[config.mk]
export PLATFORM = sky130hd
export DESIGN_NAME = mgbd_front
export DESIGN_NICKNAME = d
export VERILOG_FILES = /design/src/rtl/mgbd_pkg.sv /design/src/rtl/mgbd_front.sv
export SDC_FILE = /design/constraint.sdc
export NUM_CORES = 2
export LEC_CHECK = 0
export ABC_AREA = 1
export BUFFER_PORTS_ARGS = -buffer_cell sky130_fd_sc_hd__buf_2
export CELL_PAD_IN_SITES_DETAIL_PLACEMENT = 2
export CELL_PAD_IN_SITES_GLOBAL_PLACEMENT = 2
export CORE_MARGIN = 1.5
export CORE_UTILIZATION = 39
export DETAILED_ROUTE_END_ITERATION = 7
export PLACE_DENSITY = 0.74
export RECOVER_POWER = 25
export SLEW_MARGIN = 20
export SYNTH_ARGS = -nofsm -noshare
export SYNTH_HDL_FRONTEND = slang
export SYNTH_SLANG_ARGS = --single-unit
[constraint.sdc]
create_clock -name clk -period 5.95 [get_ports clk]
set_clock_uncertainty 0.05 [all_clocks]
set_input_delay 0.2975 -clock clk [delete_from_list [all_inputs] [get_ports clk]]
set_output_delay 0.2975 -clock clk [all_outputs]
set_load 0.02 [all_outputs]
[src/rtl/mgbd_pkg.sv]
`timescale 1ns / 1ps

package mgbd_pkg;

  localparam int unsigned MAX_SENSORS_DEFAULT = 16;

  localparam int unsigned SENSOR_W   = 4;
  localparam int unsigned POS_W      = 32;
  localparam int unsigned THR_W      = 31;
  localparam int unsigned DELAY_W    = 8;
  localparam int unsigned PEAK_W     = 33;
  localparam int unsigned MAG_W      = 31;
  localparam int unsigned SQ_W       = 2 * MAG_W;
  localparam int unsigned CFG_IDX_W  = 2;
  localparam int unsigned CFG_DATA_W = 31;

  localparam int unsigned QUEUE_DEPTH = 4;

  // register indexes on the configuration port
  localparam logic [CFG_IDX_W-1:0] CFG_Z_THRESHOLD   = 2'd0;
  localparam logic [CFG_IDX_W-1:0] CFG_NOISE_FLOOR   = 2'd1;
  localparam logic [CFG_IDX_W-1:0] CFG_HOLDOFF_DELAY = 2'd2;

  localparam logic [THR_W-1:0]   Z_THRESHOLD_RESET   = 31'd15729;
  localparam logic [THR_W-1:0]   NOISE_FLOOR_RESET   = 31'd315;
  localparam logic [DELAY_W-1:0] HOLDOFF_DELAY_RESET = 8'd8;

  localparam logic KIND_SAMPLE = 1'b0;
  localparam logic KIND_BUMP   = 1'b1;

  // one classified sample handed from the front to the back
  typedef struct packed {
    logic [SENSOR_W-1:0] sensor;
    logic [POS_W-1:0]    pos_x;
    logic [POS_W-1:0]    pos_y;
    logic [POS_W-1:0]    pos_z;
    logic [POS_W-1:0]    angle_z;
    logic [POS_W-1:0]    angle_y;
    logic [POS_W-1:0]    angle_x;
    logic [MAG_W-1:0]    mag_x;
    logic [MAG_W-1:0]    mag_y;
    logic [MAG_W-1:0]    mag_z;
    logic                big;
    logic                bump;
    logic [PEAK_W-1:0]   peak;
  } entry_t;

endpackage

[src/rtl/mgbd_front.sv]
`timescale 1ns / 1ps

module mgbd_front #(
  parameter int unsigned MAX_SENSORS = mgbd_pkg::MAX_SENSORS_DEFAULT
) (
  input  logic                                clk,
  input  logic                                rst,
  input  logic                                in_valid,
  output logic                                in_stall,
  input  logic [mgbd_pkg::SENSOR_W-1:0]       sensor,
  input  logic signed [mgbd_pkg::POS_W-1:0]   pos_x,
  input  logic signed [mgbd_pkg::POS_W-1:0]   pos_y,
  input  logic signed [mgbd_pkg::POS_W-1:0]   pos_z,
  input  logic signed [mgbd_pkg::POS_W-1:0]   angle_z,
  input  logic signed [mgbd_pkg::POS_W-1:0]   angle_y,
  input  logic signed [mgbd_pkg::POS_W-1:0]   angle_x,
  input  logic [mgbd_pkg::THR_W-1:0]          z_threshold,
  input  logic [mgbd_pkg::DELAY_W-1:0]        holdoff_delay,
  input  logic                                q_full,
  output logic                                q_push,
  output mgbd_pkg::entry_t                    q_entry
);

  localparam int unsigned IDX_W = (MAX_SENSORS > 1) ? $clog2(MAX_SENSORS) : 1;
  localparam int unsigned EXT_W = IDX_W + mgbd_pkg::SENSOR_W;
  localparam int unsigned D_W   = mgbd_pkg::POS_W + 1;

  logic [MAX_SENSORS-1:0]             primed;
  logic signed [mgbd_pkg::POS_W-1:0]  prev_x [MAX_SENSORS];
  logic signed [mgbd_pkg::POS_W-1:0]  prev_y [MAX_SENSORS];
  logic signed [mgbd_pkg::POS_W-1:0]  prev_z [MAX_SENSORS];
  logic                               armed [MAX_SENSORS];
  logic [mgbd_pkg::PEAK_W-1:0]        peak [MAX_SENSORS];
  logic [mgbd_pkg::DELAY_W-1:0]       holdoff [MAX_SENSORS];

  logic [EXT_W-1:0]              sensor_ext;
  logic                          in_range;
  logic [IDX_W-1:0]              idx;
  logic                          accept;
  logic                          is_primed;
  logic signed [D_W-1:0]         dx, dy, dz;
  logic [D_W-1:0]                ax, ay, az;
  logic signed [D_W-1:0]         thr;
  logic signed [D_W:0]           dz2, thr2;
  logic                          gt;
  logic                          armed_n;
  logic [mgbd_pkg::PEAK_W-1:0]   peak_max;
  logic                          hold_zero;
  logic                          bump_cond;
  logic [mgbd_pkg::DELAY_W-1:0]  delay_m1, delay_m2;

  always_comb begin
    sensor_ext = EXT_W'(sensor);
    in_range   = sensor_ext < EXT_W'(MAX_SENSORS);
    idx        = sensor_ext[IDX_W-1:0];
    in_stall   = q_full;
    accept     = in_valid && !q_full;
    is_primed  = primed[idx];

    dx = {pos_x[mgbd_pkg::POS_W-1], pos_x} - {prev_x[idx][mgbd_pkg::POS_W-1], prev_x[idx]};
    dy = {pos_y[mgbd_pkg::POS_W-1], pos_y} - {prev_y[idx][mgbd_pkg::POS_W-1], prev_y[idx]};
    dz = {pos_z[mgbd_pkg::POS_W-1], pos_z} - {prev_z[idx][mgbd_pkg::POS_W-1], prev_z[idx]};
    ax = dx[D_W-1] ? D_W'(-dx) : D_W'(dx);
    ay = dy[D_W-1] ? D_W'(-dy) : D_W'(dy);
    az = dz[D_W-1] ? D_W'(-dz) : D_W'(dz);

    // bump step, valid only when the holdoff has run out
    thr       = $signed({2'b00, z_threshold});
    gt        = dz > thr;
    armed_n   = armed[idx] || gt;
    peak_max  = (gt && (peak[idx] < $unsigned(dz))) ? $unsigned(dz) : peak[idx];
    dz2       = {dz, 1'b0};
    thr2      = {1'b0, thr};
    hold_zero = (holdoff[idx] == '0);
    bump_cond = armed_n && (dz2 < thr2);

    delay_m1 = (holdoff_delay != '0) ? holdoff_delay - 8'd1 : '0;
    delay_m2 = (holdoff_delay >= 8'd2) ? holdoff_delay - 8'd2 : '0;

    q_push          = accept && in_range && is_primed;
    q_entry.sensor  = sensor;
    q_entry.pos_x   = pos_x;
    q_entry.pos_y   = pos_y;
    q_entry.pos_z   = pos_z;
    q_entry.angle_z = angle_z;
    q_entry.angle_y = angle_y;
    q_entry.angle_x = angle_x;
    q_entry.mag_x   = ax[mgbd_pkg::MAG_W-1:0];
    q_entry.mag_y   = ay[mgbd_pkg::MAG_W-1:0];
    q_entry.mag_z   = az[mgbd_pkg::MAG_W-1:0];
    // any axis step of 2^31 or more always passes the noise gate
    q_entry.big     = (|ax[D_W-1:mgbd_pkg::MAG_W]) || (|ay[D_W-1:mgbd_pkg::MAG_W]) ||
                      (|az[D_W-1:mgbd_pkg::MAG_W]);
    q_entry.bump    = hold_zero && bump_cond;
    q_entry.peak    = peak_max;
  end

  always_ff @(posedge clk) begin
    if (rst) begin
      primed <= '0;
    end else if (accept && in_range) begin
      primed[idx] <= 1'b1;
    end
  end

  // per-sensor state beyond primed is always written on the priming sample
  always_ff @(posedge clk) begin
    if (accept && in_range) begin
      prev_x[idx] <= pos_x;
      prev_y[idx] <= pos_y;
      prev_z[idx] <= pos_z;
      if (!is_primed) begin
        armed[idx]   <= 1'b0;
        peak[idx]    <= '0;
        holdoff[idx] <= delay_m2;
      end else if (!hold_zero) begin
        holdoff[idx] <= holdoff[idx] - 8'd1;
      end else if (bump_cond) begin
        armed[idx]   <= 1'b0;
        peak[idx]    <= '0;
        holdoff[idx] <= delay_m1;
      end else begin
        armed[idx] <= armed_n;
        peak[idx]  <= armed_n ? peak_max : '0;
      end
    end
  end

endmodule

## After elaboration in Yosys (flattened, before gate mapping)

Memory sizes are Yosys's and may differ from the RTL's.
Cells that the tools add are included.

- Output and inout bits: 326
- Memories kept: 6
- Input port bits: 239
- Word-level logic and storage cells: 80
- RAM bits: 2,208
- Register bits: 16

- Order comparisons: 6
- Add/subtract/negate cells: 9
- Multiplexer cells: 36
- Reduce and logical (&&, ||, !) cells: 15
- Bitwise operators: 7

Memories:

| memory | words | bits a word | rd ports | clocked after memory_dff | wr ports | RTL line | RTL |
|---|---|---|---|---|---|---|---|
| peak | 16 | 33 | 1 | 0 | 1 | mgbd_front.sv:33 | `logic [mgbd_pkg::PEAK_W-1:0] peak [MAX_SENSORS];` |
| prev_x | 16 | 32 | 1 | 0 | 1 | mgbd_front.sv:29 | `logic signed [mgbd_pkg::POS_W-1:0] prev_x [MAX_SENSORS];` |
| prev_y | 16 | 32 | 1 | 0 | 1 | mgbd_front.sv:30 | `logic signed [mgbd_pkg::POS_W-1:0] prev_y [MAX_SENSORS];` |
| prev_z | 16 | 32 | 1 | 0 | 1 | mgbd_front.sv:31 | `logic signed [mgbd_pkg::POS_W-1:0] prev_z [MAX_SENSORS];` |
| holdoff | 16 | 8 | 1 | 0 | 1 | mgbd_front.sv:34 | `logic [mgbd_pkg::DELAY_W-1:0] holdoff [MAX_SENSORS];` |
| armed | 16 | 1 | 1 | 0 | 1 | mgbd_front.sv:32 | `logic armed [MAX_SENSORS];` |

Operators with widths:

| kind | count |
|---|---|
| $mux W33 | 7 |
| $neg A33 Y33 | 3 |
| $sub A32 B32 Y33 | 3 |
| $lt A34 B32 Y1 | 1 |
| $gt A33 B32 Y1 | 1 |
| $lt A33 B33 Y1 | 1 |
| $mux W8 | 4 |
| $mux W1 | 23 |
| $or A16 B16 Y16 | 1 |
| $sub A8 B1 Y8 const B | 2 |
| $ge A8 B2 Y1 const B | 1 |
| $logic_not A8 Y1 | 1 |
| $reduce_bool A8 Y1 | 1 |
| $sub A8 B2 Y8 const B | 1 |
| $logic_and A1 B1 Y1 | 6 |
| $or A1 B1 Y1 | 6 |
| $reduce_or A2 Y1 | 3 |
| $lt A4 B5 Y1 const B | 1 |
| $bmux W1 S4 | 1 |
| $demux W1 S4 | 1 |
| $ge A4 B1 Y1 const B | 1 |
| $logic_or A1 B1 Y1 | 3 |
| $logic_not A1 Y1 | 1 |

## Longest topological paths before layout

An unclocked memory read counts as a cell.

- Depth after elaboration: 12
- Gate-level depth with buffers: 47
- Gate-level depth less buffers: 40

## Worst setup path after synthesis

OpenSTA, ideal clock, no wires.

- Kind: in2reg
- Start point: input sensor[0] (netlist name)
- End point: memory peak[0][16] (netlist name) (data pin)
- Data required time: 5,619 ps
- Buffers on the path: 8
- Arrival time: 6,066 ps
- Library setup time: 281 ps
- Setup slack: -447 ps
- Cell stages on the path: 38
- Cell sequence: inv_2 > nand2_4 > inv_2 > buf_2 > buf_2 > buf_4 > buf_2 > buf_1 > a22oi_1 > a21oi_1 > or4_1 > ha_1 > fa_1 > inv_1 > nand3_1 > nand2_1 > nand2_1 > nand2_1 > [2 not listed] > nand2_1 > nor2_1 > nand3_1 > nand2_1 > nand2_1 > nand2_2 > buf_1 > ha_1 > a21oi_1 > o221ai_1 > a21oi_1 > nand2_1 > a31oi_1 > nand3_1 > buf_4 > buf_6 > o21ai_1 > nor2b_1

RTL lines:

| what | RTL line | RTL |
|---|---|---|
| from (decl) | mgbd_front.sv:10 | `input logic [mgbd_pkg::SENSOR_W-1:0] sensor,` |
| to (decl) | mgbd_front.sv:33 |  |

==> metrics.txt <==
run status finished, violations left; failing checks setup timing; Initial Util ~39%; final instance area roughly 120,000 µm²; CP Capture Type output pin; Post-DRT Antenna Nets 0; fin worst setup slack -0.993 ns; Slowest-stage cell, CP nor3_1; CP max stage delay 0.47 ns; CTS tree done; fill count around 24,000; row count 181; Synth area leader edfxtp_1; pins over their slew limit 0; sequential area share after synthesis 69.4%; total global-route track usage 31.4%; Lkg Pwr 43.3 nW; Rel. slew slack 19.8%; CTS Buffer Depth 3; vias in the first global route 79,600; Data required, critical path between 5 and 6 ns; peak supply drop 0.000281 V; Pre-Repair DR Iteration Count 6; number of synthesized flops with an enable pin 2,208; max-cap viol count 0; vias per cell 6.12; clk_lat worst skew 0.93 ns; die area 249,000 µm²; Place WS -1.32 ns; largest net degree at the start of global routing 111; part of the power in registers 41.4%; P&R area growth vs syn 23.6%; share of layout cells above drive strength 1 between 20% and 30%; core area 244,000 µm²; worst path arrival time 6.60 ns; initial antenna violation count 11; Peak Freq 144 MHz; CTS root buf clkbuf_16; first-pass GRT wire length 571,000 µm; period utilisation layout 117%; switching power 0.0129 W; Die W roughly 500 µm; Reg clk slew, reported paths around 0.06 ns; post-synthesis register bit count 2,224; Mapped Cells 7,444; Min-Delay Path Class input pin to register; asr flop ratio synth 0%; total grt overflow 0; Residual DRC 0; main flop type after synthesis edfxtp_1; post-layout min period 6.94 ns; syn avg cell area 12.9 µm²; Int Pwr 0.0291 W; critical-path maximum fanout 43; Mapped Area 96,000 µm²; critical path type input pin to output pin; RSZ-0062 raised after global routing true; Synthesis Warnings 0; final hold violation count 0; # setup viols final 872; most used cell, CP buf_4; DP HPWL 234,000 µm; top post-synthesis cells by area edfxtp_1 69%, a22oi_1 8.6%, nand2_1 4.0%; Register Area 66,600 µm²; DRT iter0 DRCs 7,194; Startpoint Class input pin; clock network fraction of design power 35.7%; Netlist cell types 57; IO Count 565; switch share 30.8%; Area after DPL 106,000 µm²; Power Total between 0.04 and 0.05 W; vias after detailed routing about 73,000; Post-Route WL 419,000 µm; Worst Tran Pin Value 1.20 ns; combinational power share 22.9%; Setup TNS Final -368.34 ns; Die Ht 499 µm; Syn Nets 7,884; Nets 9,005; Num CTS Buffers 233; Sink Count 2,224; I/O Buffers about 370; power per standard cell area 354 nW/µm²; RePlAce Congestion 0.881; H-tree Lvls 4; Multi-input gate area 26,800 µm²; post-detailed-route wirelength per cell between 30 and 40 µm; Synth top area share 69.1%
## cell usage in the layout, fill, tap and decap left out, types with 42 or more instances in the layout
cell,n
inv_1,517
edfxtp_1,2208
clkbuf_16,239
nand3_1,163
xor2_1,89
o21ai_0,52
nor3_1,44
clkbuf_1,120
nand2_1,926
buf_4,803
nand4_1,61
clkinv_1,58
nor4_1,83
buf_2,272
ha_1,173
a22oi_1,1072
buf_12,86
buf_6,69
nor2_1,287
dlygate4sd3_1,99
clkinv_2,42
nand2_2,55
a21oi_1,650
## flip-flops by register name (all words and copies together) (netlist names)
name,cells
prev_z,512
prev_y,512
primed,16
prev_x,512
peak,528
armed,16
holdoff,128
## cell families after synthesis
group / count (synthesis) / share of synthesized area [%]
and+or+nand+nor: 1877 / 8.58
DFF: 2224 / 69.4
xor gates and xnor gates: 121 / 1.15
adders and majority gates: 201 / 2.64
buffers and inverters: 1092 / 5.17
AOI/OAI and AO/OA: 1929 / 13.1
## synth_stat cells (61+ instances only)
cell and count:
edfxtp_1 2208, a22oi_1 1105, nand2_1 1016, a21oi_1 683, inv_1 544, nor2_1 321, buf_4 203, clkbuf_1 202
ha_1 198, nand3_1 181, nor4_1 106, xor2_1 93, buf_2 61, nand4_1 61
## power by group through the flow
stage	clock network, W	logic (W)	registers (W)
after floorplan	0	0.00391	0.0177
after global placement	0	0.00740	0.0177
after detailed placement	0	0.00780	0.0177
after CTS	0.0149	0.00870	0.0174
after global routing	0.0156	0.00998	0.0174
final	0.0150	0.00962	0.0174
## area by class of cell
| class | instances | share of cell area (%) |
|---|---|---|
| Antenna cell | 5 | 0.0105 |
| Clock buffer | 292 | 5.16 |
| Clock inverter | 147 | 1.17 |
| Inverter | 562 | 1.81 |
| Multi-Input combinational cell | 4130 | 22.6 |
| Sequential cell | 2224 | 56.1 |
| Tap cell | 3202 | 3.38 |
| Timing Repair Buffer | 1414 | 9.76 |
## what timing repair did
action / 4_1_cts / 5_1_grt
endpoints found under the hold margin: 1569 / 0
cloned: 6 / 6
resized for setup: 320 / 179
buffers inserted: 62 / 66
hold buffers: 99 / 0
pin swaps: 60 / 68
setup endpoints to repair: 906 / 906
## stage by stage
stage / hold WS (ns) / cells / utilization [%]
6_report: 0.0766 / 12000 / 48.7
5_1_grt: 0.0546 / 12000 / 48.6
4_1_cts: 0.0187 / 11900 / 48.0
3_5_place_dp: 0.406 / 11300 / 43.6
3_3_place_gp: 0.389 / 11300 / 43.6
2_1_floorplan: 0.346 / 7444 / -
## metal layers
layer / wire length [µm] / share of wire (%) / GRT usage, %
met1: 159000 / 38 / 37.8
met2: 213000 / 51 / 56.1
met3: 25900 / 6.2 / 4.51
met4: 20900 / 5.0 / 12.5
met5: 32 / 0.0076 / 0
## path summary, 6_finish.rpt
check / from / endpoint / slack (ns) / depth (start not counted)
setup reg to reg: prev_z[12][10] / peak[11][24] / -0.59 / 41
setup / recovery: sensor[0] / q_entry[29] / -0.99 / 36
hold reg to reg: primed[9] / primed[9] / 0.44 / 2
hold / removal: holdoff_delay[2] / holdoff[3][2] / 0.08 / 4
## worst max-delay path: cells and delay by family
kind            cells  cell delay, ns
compound gates      8            1.56
fa+ha+maj           2            0.58
buf+inv            13            2.27
simple gates       13            1.81
(Power assumes the default switching activity.)
