`src/rtl/mgbd_pkg.sv`:
```
`timescale 1ns / 1ps

package mgbd_pkg;

  localparam int unsigned MAX_SENSORS_DEFAULT = 16;

  localparam int unsigned SENSOR_W   = 4;
  localparam int unsigned POS_W      = 32;
  localparam int unsigned THR_W      = 31;
  localparam int unsigned DELAY_W    = 8;
  localparam int unsigned PEAK_W     = 33;
  localparam int unsigned MAG_W      = 31;
  localparam int unsigned SQ_W       = 2 * MAG_W;
  localparam int unsigned CFG_IDX_W  = 2;
  localparam int unsigned CFG_DATA_W = 31;

  localparam int unsigned QUEUE_DEPTH = 4;

  // register indexes on the configuration port
  localparam logic [CFG_IDX_W-1:0] CFG_Z_THRESHOLD   = 2'd0;
  localparam logic [CFG_IDX_W-1:0] CFG_NOISE_FLOOR   = 2'd1;
  localparam logic [CFG_IDX_W-1:0] CFG_HOLDOFF_DELAY = 2'd2;

  localparam logic [THR_W-1:0]   Z_THRESHOLD_RESET   = 31'd15729;
  localparam logic [THR_W-1:0]   NOISE_FLOOR_RESET   = 31'd315;
  localparam logic [DELAY_W-1:0] HOLDOFF_DELAY_RESET = 8'd8;

  localparam logic KIND_SAMPLE = 1'b0;
  localparam logic KIND_BUMP   = 1'b1;

  // one classified sample handed from the front to the back
  typedef struct packed {
    logic [SENSOR_W-1:0] sensor;
    logic [POS_W-1:0]    pos_x;
    logic [POS_W-1:0]    pos_y;
    logic [POS_W-1:0]    pos_z;
    logic [POS_W-1:0]    angle_z;
    logic [POS_W-1:0]    angle_y;
    logic [POS_W-1:0]    angle_x;
    logic [MAG_W-1:0]    mag_x;
    logic [MAG_W-1:0]    mag_y;
    logic [MAG_W-1:0]    mag_z;
    logic                big;
    logic                bump;
    logic [PEAK_W-1:0]   peak;
  } entry_t;

endpackage

```
`src/rtl/mgbd_queue.sv`:
```
`timescale 1ns / 1ps

module mgbd_queue (
  input  logic              clk,
  input  logic              rst,
  input  logic              push,
  input  mgbd_pkg::entry_t  push_entry,
  input  logic              pop,
  output mgbd_pkg::entry_t  head,
  output logic              empty,
  output logic              full
);

  localparam int unsigned DEPTH = mgbd_pkg::QUEUE_DEPTH;
  localparam int unsigned PTR_W = $clog2(DEPTH);
  localparam int unsigned CNT_W = $clog2(DEPTH + 1);

  mgbd_pkg::entry_t  slots [DEPTH];
  logic [PTR_W-1:0]  wr_ptr;
  logic [PTR_W-1:0]  rd_ptr;
  logic [CNT_W-1:0]  count;

  assign head  = slots[rd_ptr];
  assign empty = (count == '0);
  assign full  = (count == CNT_W'(DEPTH));

  always_ff @(posedge clk) begin
    if (rst) begin
      wr_ptr <= '0;
      rd_ptr <= '0;
      count  <= '0;
    end else begin
      if (push) begin
        wr_ptr <= wr_ptr + 1'b1;
      end
      if (pop) begin
        rd_ptr <= rd_ptr + 1'b1;
      end
      if (push && !pop) begin
        count <= count + 1'b1;
      end else if (pop && !push) begin
        count <= count - 1'b1;
      end
    end
  end

  always_ff @(posedge clk) begin
    if (push) begin
      slots[wr_ptr] <= push_entry;
    end
  end

`ifndef SYNTHESIS
  a_no_overflow: assert property (@(posedge clk) disable iff (rst) push |-> !full)
    else $error("request pushed into a full queue");
  a_no_underflow: assert property (@(posedge clk) disable iff (rst) pop |-> !empty)
    else $error("pop from an empty queue");
`endif

endmodule

```
`config.mk`:
```
export PLATFORM = sky130hd
export DESIGN_NAME = mgbd_queue
export DESIGN_NICKNAME = d
export VERILOG_FILES = /design/src/rtl/mgbd_pkg.sv /design/src/rtl/mgbd_queue.sv
export SDC_FILE = /design/constraint.sdc
export NUM_CORES = 1
export LEC_CHECK = 0
export BUFFER_PORTS_ARGS = -buffer_cell sky130_fd_sc_hd__buf_2
export CAP_MARGIN = 20
export CORE_ASPECT_RATIO = 0.7
export CORE_MARGIN = 8
export CORE_UTILIZATION = 57
export DETAILED_ROUTE_END_ITERATION = 8
export GPL_TIMING_DRIVEN = 0
export PLACE_DENSITY = 0.8
export SETUP_SLACK_MARGIN = 0.1
export SYNTH_ARGS = -nofsm -noshare
export SYNTH_HDL_FRONTEND = slang
export SYNTH_SLANG_ARGS = --single-unit
```
`constraint.sdc`:
```
create_clock -name clk -period 12.5 [get_ports clk]
set_clock_uncertainty 0.05 [all_clocks]
set_input_delay 0.625 -clock clk [delete_from_list [all_inputs] [get_ports clk]]
set_output_delay 0.625 -clock clk [all_outputs]
set_load 0.01 [all_outputs]
```
## Word level (Yosys, flattened, before mapping)

Memories as Yosys holds them, arrays and structs flattened. A register that Yosys moved wholly into a read port is not among the register bits.
Index checks and enable logic that the tools add are counted.

| operators by class | value |
|---|---|
| eq/ne operators | 1 |
| reductions and logical operators | 6 |
| $add $sub $neg | 4 |
| mux-type cells | 6 |

Operators by type and width:

| kind | number |
|---|---|
| 3-bit two-way mux | 2 |
| 2-bit by 1-bit adder with 2-bit output, second input constant | 2 |
| 2-bit two-way mux | 2 |
| 3-bit by 1-bit adder with 3-bit output, second input constant | 1 |
| 3-bit equality test, second input constant | 1 |
| 3-bit logical NOT | 1 |
| 3-bit by 1-bit subtractor with 3-bit output, second input constant | 1 |
| 1-bit logical AND | 2 |
| 1-bit logical NOT | 2 |
| 1-bit two-way mux | 2 |
| 2-bit nonzero test | 1 |

| word-level totals | value |
|---|---|
| logic and storage cells | 21 |
| memories | 1 |
| output and inout port bits | 326 |
| bits in writable memories | 1296 |
| flip-flop bits (word level) | 7 |
| input port bits | 328 |

Memory list:

| memory | depth | width | read ports | clocked after Yosys merged registers in | wr ports | RTL line | text |
|---|---|---|---|---|---|---|---|
| slots | 4 | 324 | 1 | 1 | 1 | mgbd_queue.sv:18 | `mgbd_pkg::entry_t slots [DEPTH];` |

## Depth between registers and ports, before layout

Gate-level depths: netlist (run 1).

| logic depth | value |
|---|---|
| depth in word-level cells | 4 |
| depth in mapped cells | 7 |
| depth with buffers taken out | 7 |

## Least setup slack after synthesis (run 1)

OpenSTA, ideal clock, no wires.

| timing path | value |
|---|---|
| path kind | input to register |
| start point | input push |
| end point | memory slots[0][0] in the netlist's numbering (enable) |
| path buffers | 0 |
| stages on the path | 1 |
| library setup time | 726 ps |
| data arrival time | 7926 ps |
| required time | 11724 ps |
| slack | 3798 ps |
| cell sequence | and2_1 |

| on the way | value |
|---|---|
| cells in the longest elaborated chain, start to end | 2 |

RTL lines:

| item | RTL line | text |
|---|---|---|
| start, declared | mgbd_queue.sv:6 | `input logic push,` |
| 1-bit two-way mux | mgbd_queue.sv:48 | `if (push) begin` |
| 1-bit two-way mux (implied by the code) | mgbd_queue.sv:49 | `slots[wr_ptr] <= push_entry;` |
| end, declared | mgbd_queue.sv:18 |  |

No other way between the ends.

==> results of run 1 <==
## how the worst min path moves through the flow
stage                          startpoint            end  slack, ns  depth (start not counted)
final                     push_entry[246]  slots[3][246]       0.08                          1
after global routing      push_entry[195]  slots[0][195]       0.04                          1
after CTS                 push_entry[226]  slots[3][226]       0.04                          1
after detailed placement        rd_ptr[0]      rd_ptr[0]       0.47                          2
after global placement           count[2]       count[2]       0.44                          2
after floorplan                  count[2]       count[2]       0.42                          2
## routing by layer
metal,vias up,GRT usage [%],wire length (um)
li1,9207,-,-
met1,11700,27.3,38400
met2,1089,39.7,58300
met3,203,7.23,9720
met4,26,8.45,3390
met5,-,0,161
## final cells by class
type / count / share of cell area, %
clock inverters: 72 / 1.34
diodes: 35 / 0.156
repair buffers: 675 / 6.89
multi-input cells: 354 / 13.4
flip-flops and latches: 1305 / 69.6
inverters: 4 / 0.0267
clock buffers: 137 / 5.23
plain buffers: 73 / 0.966
well taps: 1080 / 2.40
## power groups by stage
stage	Clock [W]	Sequential (W)	Combinational, W
after global placement	0	0.00528	0.000941
after floorplan	0	0.00522	0.000540
after global routing	0.00365	0.00509	0.00105
after detailed placement	0	0.00517	0.00100
final	0.00344	0.00508	0.000997
after CTS	0.00349	0.00508	0.00101
## through the flow
step	worst slack, ns	cells	power, W	instance area, um2
3_5_place_dp	9.31	3491	0.00617	52400
5_1_grt	8.44	3720	0.00980	56200
2_1_floorplan	3.80	1736	0.00576	47200
6_report	8.62	3735	0.00953	56200
4_1_cts	8.47	3700	0.00958	56100
3_3_place_gp	-1.61	3468	0.00622	51800
## cell families (layout without fill, tap and decap cells)
family	Yosys count	in the layout	synth area share, %
AO/OA/AOI/OAI	2	2	0.0212
XOR/XNOR	5	5	0.0928
multiplexers	326	326	15.5
flip-flops	1305	1305	82.9
other	0	35	0
adder cells (fa/ha/maj)	6	6	0.175
buffers and inverters	77	961	1.18
AND/OR/NAND/NOR	15	15	0.156
## placed cells by master (no fill, tap or decap), types with 2 or more instances in the layout
| master | n |
|---|---|
| mux2i_1 | 2 |
| ha_1 | 5 |
| diode_2 | 35 |
| clkinv_1 | 19 |
| mux4_2 | 324 |
| xor2_1 | 3 |
| inv_1 | 4 |
| buf_2 | 687 |
| clkinvlp_4 | 8 |
| nor2_1 | 7 |
| clkinv_16 | 4 |
| edfxtp_1 | 1296 |
| buf_12 | 3 |
| clkbuf_8 | 2 |
| clkinv_8 | 3 |
| buf_16 | 20 |
| clkbuf_16 | 113 |
| buf_6 | 30 |
| bufinv_16 | 10 |
| clkinv_2 | 26 |
| clkbuf_1 | 30 |
| xnor2_1 | 2 |
| and2_4 | 4 |
| dfxtp_1 | 9 |
## flip-flops by register name, summed over array words and instances (netlist names), named ones only
| signal | count |
|---|---|
| wr_ptr | 2 |
| slots | 1296 |
| rd_ptr | 2 |
| count | 3 |
==> insert_results.sql, run 1 <==
INSERT INTO impl_metrics (metric_group, metric, value, unit) VALUES
('outcome', 'run_status', 'completed', ''),
('setup_path', 'worstSetupEndpoint', 'head[174]', ''),
('setup_path', 'cp.required', '11.82', 'ns'),
('yosys', 'synth.cell_area', '47200', 'um2'),
('placed_design', 'finalWeightedCongestion', '0.762', ''),
('yosys', 'synth.ff_latch_count', '1305', ''),
('pwr', 'power.share.switching', '22.7', '%'),
('setup_path', 'worstRegToRegCells', '6', ''),
('setup_path', 'slowest_stage', 'clkbuf_1', ''),
('clocking', 'cts_max_level', '3', ''),
('clocking', 'clock_insertion_delay_worst_skew', '0.69', 'ns'),
('layout', 'fin_util', '68.4', '%'),
('pwr', 'comb_power_share', '10.5', '%'),
('min_path', 'hold_path_class', 'in -> reg', ''),
('sta', 'fmaxAchievable', '0.258', 'GHz'),
('routing', 'drt-pass1-iter-count', '5', ''),
('floorplan', 'dieArea', '92400', 'um2'),
('sta', 'finalHoldViolations', '0', ''),
('routing', 'finalWirelength', '110', 'mm'),
('global_route', 'maximum_number_of_pins_on_one_net_before_global_route_repair', '61', ''),
('layout', 'layout-drive-gt1-share', '47.2', '%'),
('sta', 'maxSlewViolCount', '0', ''),
('pwr', 'power_switching', '0.00217', 'W'),
('clocking', 'max-clock-path-buffers', '3', ''),
('sta', 'setup_repair_after_global_routing_missed_its_margin', 'no', ''),
('pwr', 'power.share.clock', '36.2', '%'),
('floorplan', 'rows', '88', ''),
('layout', 'synthToLayoutAreaGrowth', '19.1', '%'),
('setup_path', 'critical_path.top_delay_family', 'buffers and inverters', ''),
('layout', 'ff_latch_area', '39100', 'um2'),
('yosys', 'yosysMostFrequentCell', 'edfxtp_1', ''),
('yosys', 'synthesis.area_per_instance', '27.2', 'um2'),
('pwr', 'vdd_drop_max', '179', 'uV'),
('setup_path', 'crit_chain', 'buf_2 -> clkbuf_1 -> buf_2 -> mux4_2 -> buf_2', ''),
('sta', 'finalCriticalPeriod', '3.88', 'ns'),
('clocking', 'cts_made_buffers', '113', ''),
('sta', 'setup-violations-final', '0', ''),
('routing', 'route.detailed.wl_per_inst', '29.4', 'um'),
('clocking', 'cts_post_setup_buffers_inserted', '0', ''),
('clocking', 'numClockSinks', '1305', ''),
('setup_path', 'endpoint_kind', 'output pin', ''),
('setup_path', 'critical_path.most_common_cell', 'buf_2', ''),
('clocking', 'post_cts.resized_instances', '0', ''),
('setup_path', 'rr_startpoint', 'wr_ptr[1]', ''),
('routing', 'remaining_drc_errors', '0', ''),
('yosys', 'synth_nets', '2070', ''),
('layout', 'multi_input_area', '7540', 'um2'),
('setup_path', 'critical_path.max_fanout', '10', ''),
('global_route', 'gr-usage-all-layers', '23.0', '%'),
('floorplan', 'core_region_area', '82100', 'um2'),
('routing', 'vias', '22200', ''),
('setup_path', 'worstSetupPathDepth', '5', ''),
('clocking', 'cts_hold_buf', '0', ''),
('sta', 'period_share', '31.0', '%'),
('sta', 'hold_slack', '0.0845', 'ns'),
('placed_design', 'post-dp-hpwl', '71.2', 'mm'),
('yosys', 'yosysWarnings', '0', ''),
('pwr', 'cellInternalPower', '0.00736', 'W'),
('routing', 'antenna_left', '0', ''),
('setup_path', 'cp_slowest_stage_delay', '0.64', 'ns'),
('setup_path', 'arrival', '3.20', 'ns'),
('pwr', 'power_density', '170', 'nW/um2'),
('yosys', 'synth-edff-count', '1296', ''),
('yosys', 'synth.top_cells.by_area', 'edfxtp_1, mux4_2, buf_6', ''),
('routing', 'vias_per_cell', '5.94', ''),
('clocking', 'cts_root_buffer', 'clkbuf_16', ''),
('yosys', 'syn-instance-count', '1736', ''),
('floorplan', 'initial_core_util', '57.4', '%'),
('setup_path', 'crit_path_start_kind', 'flip-flop', ''),
('setup_path', 'worst_r2r_endpoint', 'slots[0][138]', ''),
('layout', 'num-fill-cells', '4816', '');
Power figures use the tool's default switching activity.
==> run 2, diff against run 1 <==
--- a/config.mk
+++ b/config.mk
@@ -5,14 +5,15 @@
 export SDC_FILE = /design/constraint.sdc
 export NUM_CORES = 1
 export LEC_CHECK = 0
+export ABC_AREA = 1
 export BUFFER_PORTS_ARGS = -buffer_cell sky130_fd_sc_hd__buf_2
 export CAP_MARGIN = 20
 export CORE_ASPECT_RATIO = 0.7
 export CORE_MARGIN = 8
-export CORE_UTILIZATION = 57
+export CORE_UTILIZATION = 52
 export DETAILED_ROUTE_END_ITERATION = 8
 export GPL_TIMING_DRIVEN = 0
-export PLACE_DENSITY = 0.8
+export PLACE_DENSITY = 0.77
 export SETUP_SLACK_MARGIN = 0.1
 export SYNTH_ARGS = -nofsm -noshare
 export SYNTH_HDL_FRONTEND = slang
==> constraint.sdc (replaced) <==
create_clock -name clk -period 3.14 [get_ports clk]
set_clock_uncertainty 0.05 [all_clocks]
set_input_delay 0.157 -clock clk [delete_from_list [all_inputs] [get_ports clk]]
set_output_delay 0.157 -clock clk [all_outputs]
set_load 0.01 [all_outputs]
==> run 2 against run 1 <==
Via count rose by 50%. Sequential share of layout area decreased by 5.5 points. Synthesized cell count increased by 84%. Critical path depth is 1 higher. Wire length up 27%. Critical endpoint is now head[249]. First-iteration DRC count is 79% higher. Non-clock buffer count up 487. Register-to-register slack lost 9.3 ns. Total power grew to 4.0 times the previous value. Critical path type unchanged. Cell area rose by 8.6%. Largest power group unchanged.
==> insert_results.sql, run 2 <==
INSERT INTO impl_metrics (metric_group, metric, value, unit) VALUES
('outcome', 'run_status', 'completed', ''),
('placed_design', 'detailed_place.area', '54000', 'um2'),
('clocking', 'cts_max_level', '3', ''),
('placed_design', 'finalWeightedCongestion', '0.820', ''),
('yosys', 'synth.cell_area', '48300', 'um2'),
('global_route', 'maximum_number_of_pins_on_one_net_before_global_route_repair', '39', ''),
('clocking', 'max-clock-path-buffers', '3', ''),
('layout', 'layout-drive-gt1-share', '23.1', '%'),
('yosys', 'post-synth-top-area-fraction', '80.6', '%'),
('pwr', 'p_leak', '21.5', 'nW'),
('setup_path', 'endpoint_kind', 'output pin', ''),
('floorplan', 'die-width', '380', 'um'),
('min_path', 'hold_path_class', 'in -> reg', ''),
('clocking', 'cts_tree', 'built', ''),
('routing', 'route.detailed.wl_per_inst', '24.5', 'um'),
('setup_path', 'slowest_stage', 'clkbuf_1', ''),
('layout', 'fin_cells', '5691', ''),
('global_route', 'grt_pass1_wl', '205', 'mm'),
('global_route', 'gr-max-usage-layer', 'met2', ''),
('setup_path', 'crit_chain', 'buf_6 -> buf_4 -> clkbuf_1 -> o21ai_0 -> o22ai_1 -> buf_2', ''),
('layout', 'number_of_flip_flops_under_the_largest_register_name', '1296', ''),
('routing', 'vias_per_cell', '5.84', ''),
('yosys', 'synth-edff-count', '1296', ''),
('yosys', 'syn-instance-count', '3190', ''),
('yosys', 'synth_top_flop_cell', 'edfxtp_1', ''),
('sta', 'setup-violations-final', '0', ''),
('setup_path', 'critical_path.max_fanout', '10', ''),
('layout', 'most-common-layout-cells', 'edfxtp_1, buf_2, nor2_1', ''),
('routing', 'drt_iter0_drc', '3989', ''),
('sta', 'period_share', '95.2', '%'),
('sta', 'maxSlewViolCount', '0', ''),
('clocking', 'numClockSinks', '1305', ''),
('global_route', 'grt_antenna_before_repair', '26', ''),
('floorplan', 'floorplan.die.height', '271', 'um'),
('sta', 'fmaxAchievable', '0.335', 'GHz'),
('setup_path', 'crit_path_start_kind', 'flip-flop', ''),
('pwr', 'vdd_drop_max', '598', 'uV'),
('placed_design', 'pre_cts_slack', '0.392', 'ns'),
('yosys', 'cell_taking_the_most_area_after_synthesis', 'edfxtp_1', ''),
('global_route', 'use_met2', '41.9', '%'),
('global_route', 'global_route.overflow_total', '0', ''),
('layout', 'top_register', 'slots', ''),
('yosys', 'synth_cell_types', '21', ''),
('routing', 'remaining_drc_errors', '0', ''),
('pwr', 'power_density', '627', 'nW/um2'),
('floorplan', 'rows', '93', ''),
('floorplan', 'pin_count', '654', ''),
('routing', 'finalWirelength', '140', 'mm'),
('yosys', 'synthesis.area_per_instance', '15.1', 'um2'),
('layout', 'synthToLayoutAreaGrowth', '26.4', '%'),
('placed_design', 'post-dp-hpwl', '88.4', 'mm'),
('sta', 'timing.slew.headroom', '57.1', '%'),
('layout', 'largestRegisters', 'slots: 1296 flops, count: 3 flops', ''),
('clocking', 'clock_insertion_delay_worst_skew', '0.71', 'ns'),
('placed_design', 'buffer_ports.inserted', '653', ''),
('clocking', 'cts_root_buffer', 'clkbuf_16', ''),
('routing', 'vias', '33200', ''),
('global_route', 'first_global_vias', '32600', ''),
('routing', 'antenna_left', '0', ''),
('yosys', 'synth.top_cells.by_area', 'edfxtp_1, o21ai_0, nor2_1', ''),
('yosys', 'ys_async_rst_share', '0', '%'),
('yosys', 'synth.ff_latch_count', '1305', ''),
('placed_design', 'dp.cells', '5118', ''),
('floorplan', 'core_region_area', '92000', 'um2'),
('yosys', 'yosysSeqAreaShare', '80.9', '%'),
('yosys', 'synth_nets', '3524', ''),
('sta', 'worstMarginPinSlew', '0.643', 'ns'),
('yosys', 'yosysMostFrequentCell', 'edfxtp_1', ''),
('sta', 'finalCriticalPeriod', '2.99', 'ns'),
('clocking', 'clkSlewWorstSetupHoldPaths', '0.07', 'ns'),
('floorplan', 'initial_core_util', '52.5', '%'),
('yosys', 'yosysWarnings', '0', ''),
('global_route', 'met1_usage', '34.4', '%'),
('routing', 'drt-pass1-iter-count', '6', ''),
('yosys', 'synth_common_cells', 'edfxtp_1, nor2_1, o21ai_0', ''),
('setup_path', 'cp.required', '2.93', 'ns'),
('layout', 'mostFrequentLayoutCell', 'edfxtp_1', ''),
('floorplan', 'dieArea', '103000', 'um2'),
('flow_run', 'max_cap_violations', '0', ''),
('global_route', 'gr-usage-all-layers', '25.8', '%'),
('setup_path', 'setup.worst_path.class', 'reg -> out', ''),
('clocking', 'cts_made_buffers', '115', ''),
('layout', 'final_net_count', '4662', ''),
('clocking', 'cts_post_setup_buffers_inserted', '0', ''),
('global_route', 'grtUsageMet3', '6.03', '%'),
('sta', 'postLayoutSetupSlackWorst', '0.151', 'ns'),
('setup_path', 'arrival', '2.78', 'ns'),
('layout', 'post-route-cell-area', '61000', 'um2'),
('setup_path', 'cp_slowest_stage_delay', '0.42', 'ns'),
('sta', 'setup_repair_after_global_routing_missed_its_margin', 'yes', ''),
('layout', 'fin_util', '66.3', '%'),
('sta', 'finalHoldViolations', '0', '');
-- run 2: changes by cell type in the layout (fill, tap and decap cells not counted), moves of 37 or more --
cell and delta:
o21ai_1 +67, mux4_2 -324, buf_12 +37, nor2_1 +647
o21ai_0 +585, dlygate4sd3_1 +328, o22ai_1 +322, buf_2 +49
clkbuf_1 +61
-- run 2: worst paths after layout --
kind | start | to | slack [ns] | cells after the start
worst max register to register | wr_ptr[0] | slots[0][158] | 0.34 | 9
worst min-delay path | push_entry[75] | slots[0][75] | 0.13 | 2
worst min register to register | rd_ptr[1] | rd_ptr[1] | 0.42 | 1
worst max-delay path | flip-flop | head[249] | 0.15 | 6
-- run 2: area by class of cell --
class	instances	area (um2)
clock buffers	142	3000
fillers	5975	31000
inverters	17	86.3
repair buffers	1021	7350
diodes	31	77.6
well taps	1235	1550
clock inverters	72	668
multi-input cells	1654	7940
plain buffers	214	1270
flip-flops and latches	1305	39100
-- run 2: per-stage QoR --
stage               setup TNS, ns  total power, W  hold slack, ns
floorplan                -3572.69          0.0224           0.179
global placement         -8292.11          0.0244           0.282
detailed placement              0          0.0244           0.294
CTS                             0          0.0383          0.0700
global route                    0          0.0394          0.0965
finish                          0          0.0383           0.133
-- run 2: power breakdown --
part	switching, W	leakage (nW)	internal, W
registers	0.000171	12.0	0.0199
clock network	0.00633	1.79	0.00750
logic	0.00285	7.69	0.00153
-- run 2: critical path: cells and delay by family, from the launching register on --
family | cells | cell delay [ns]
compound gates | 2 | 0.59
buf+inv | 4 | 1.18
flops | 1 | 0.32
-- run 2: cells by family after synthesis --
kind of cell / after synthesis / share of synthesized area, %
adder cells (fa/ha/maj): 6 / 0.171
AO/OA/AOI/OAI: 980 / 11.0
buffers and inverters: 231 / 2.69
flip-flops: 1305 / 80.9
AND/OR/NAND/NOR: 667 / 5.20
XOR/XNOR: 1 / 0.0181
-- run 2: timing repair --
item                        CTS  global route
pin swaps                     0             0
hold endpoints to repair   1305             0
setup endpoints to repair   106            39
hold buffers                328             0
resized for setup            11            22
-- run 2: routing by layer --
layer | share of wire [%] | vias up
li1 | - | 14500
met1 | 38 | 16200
met2 | 48 | 2173
met3 | 10 | 336
met4 | 3.5 | 10
met5 | 0.042 | -
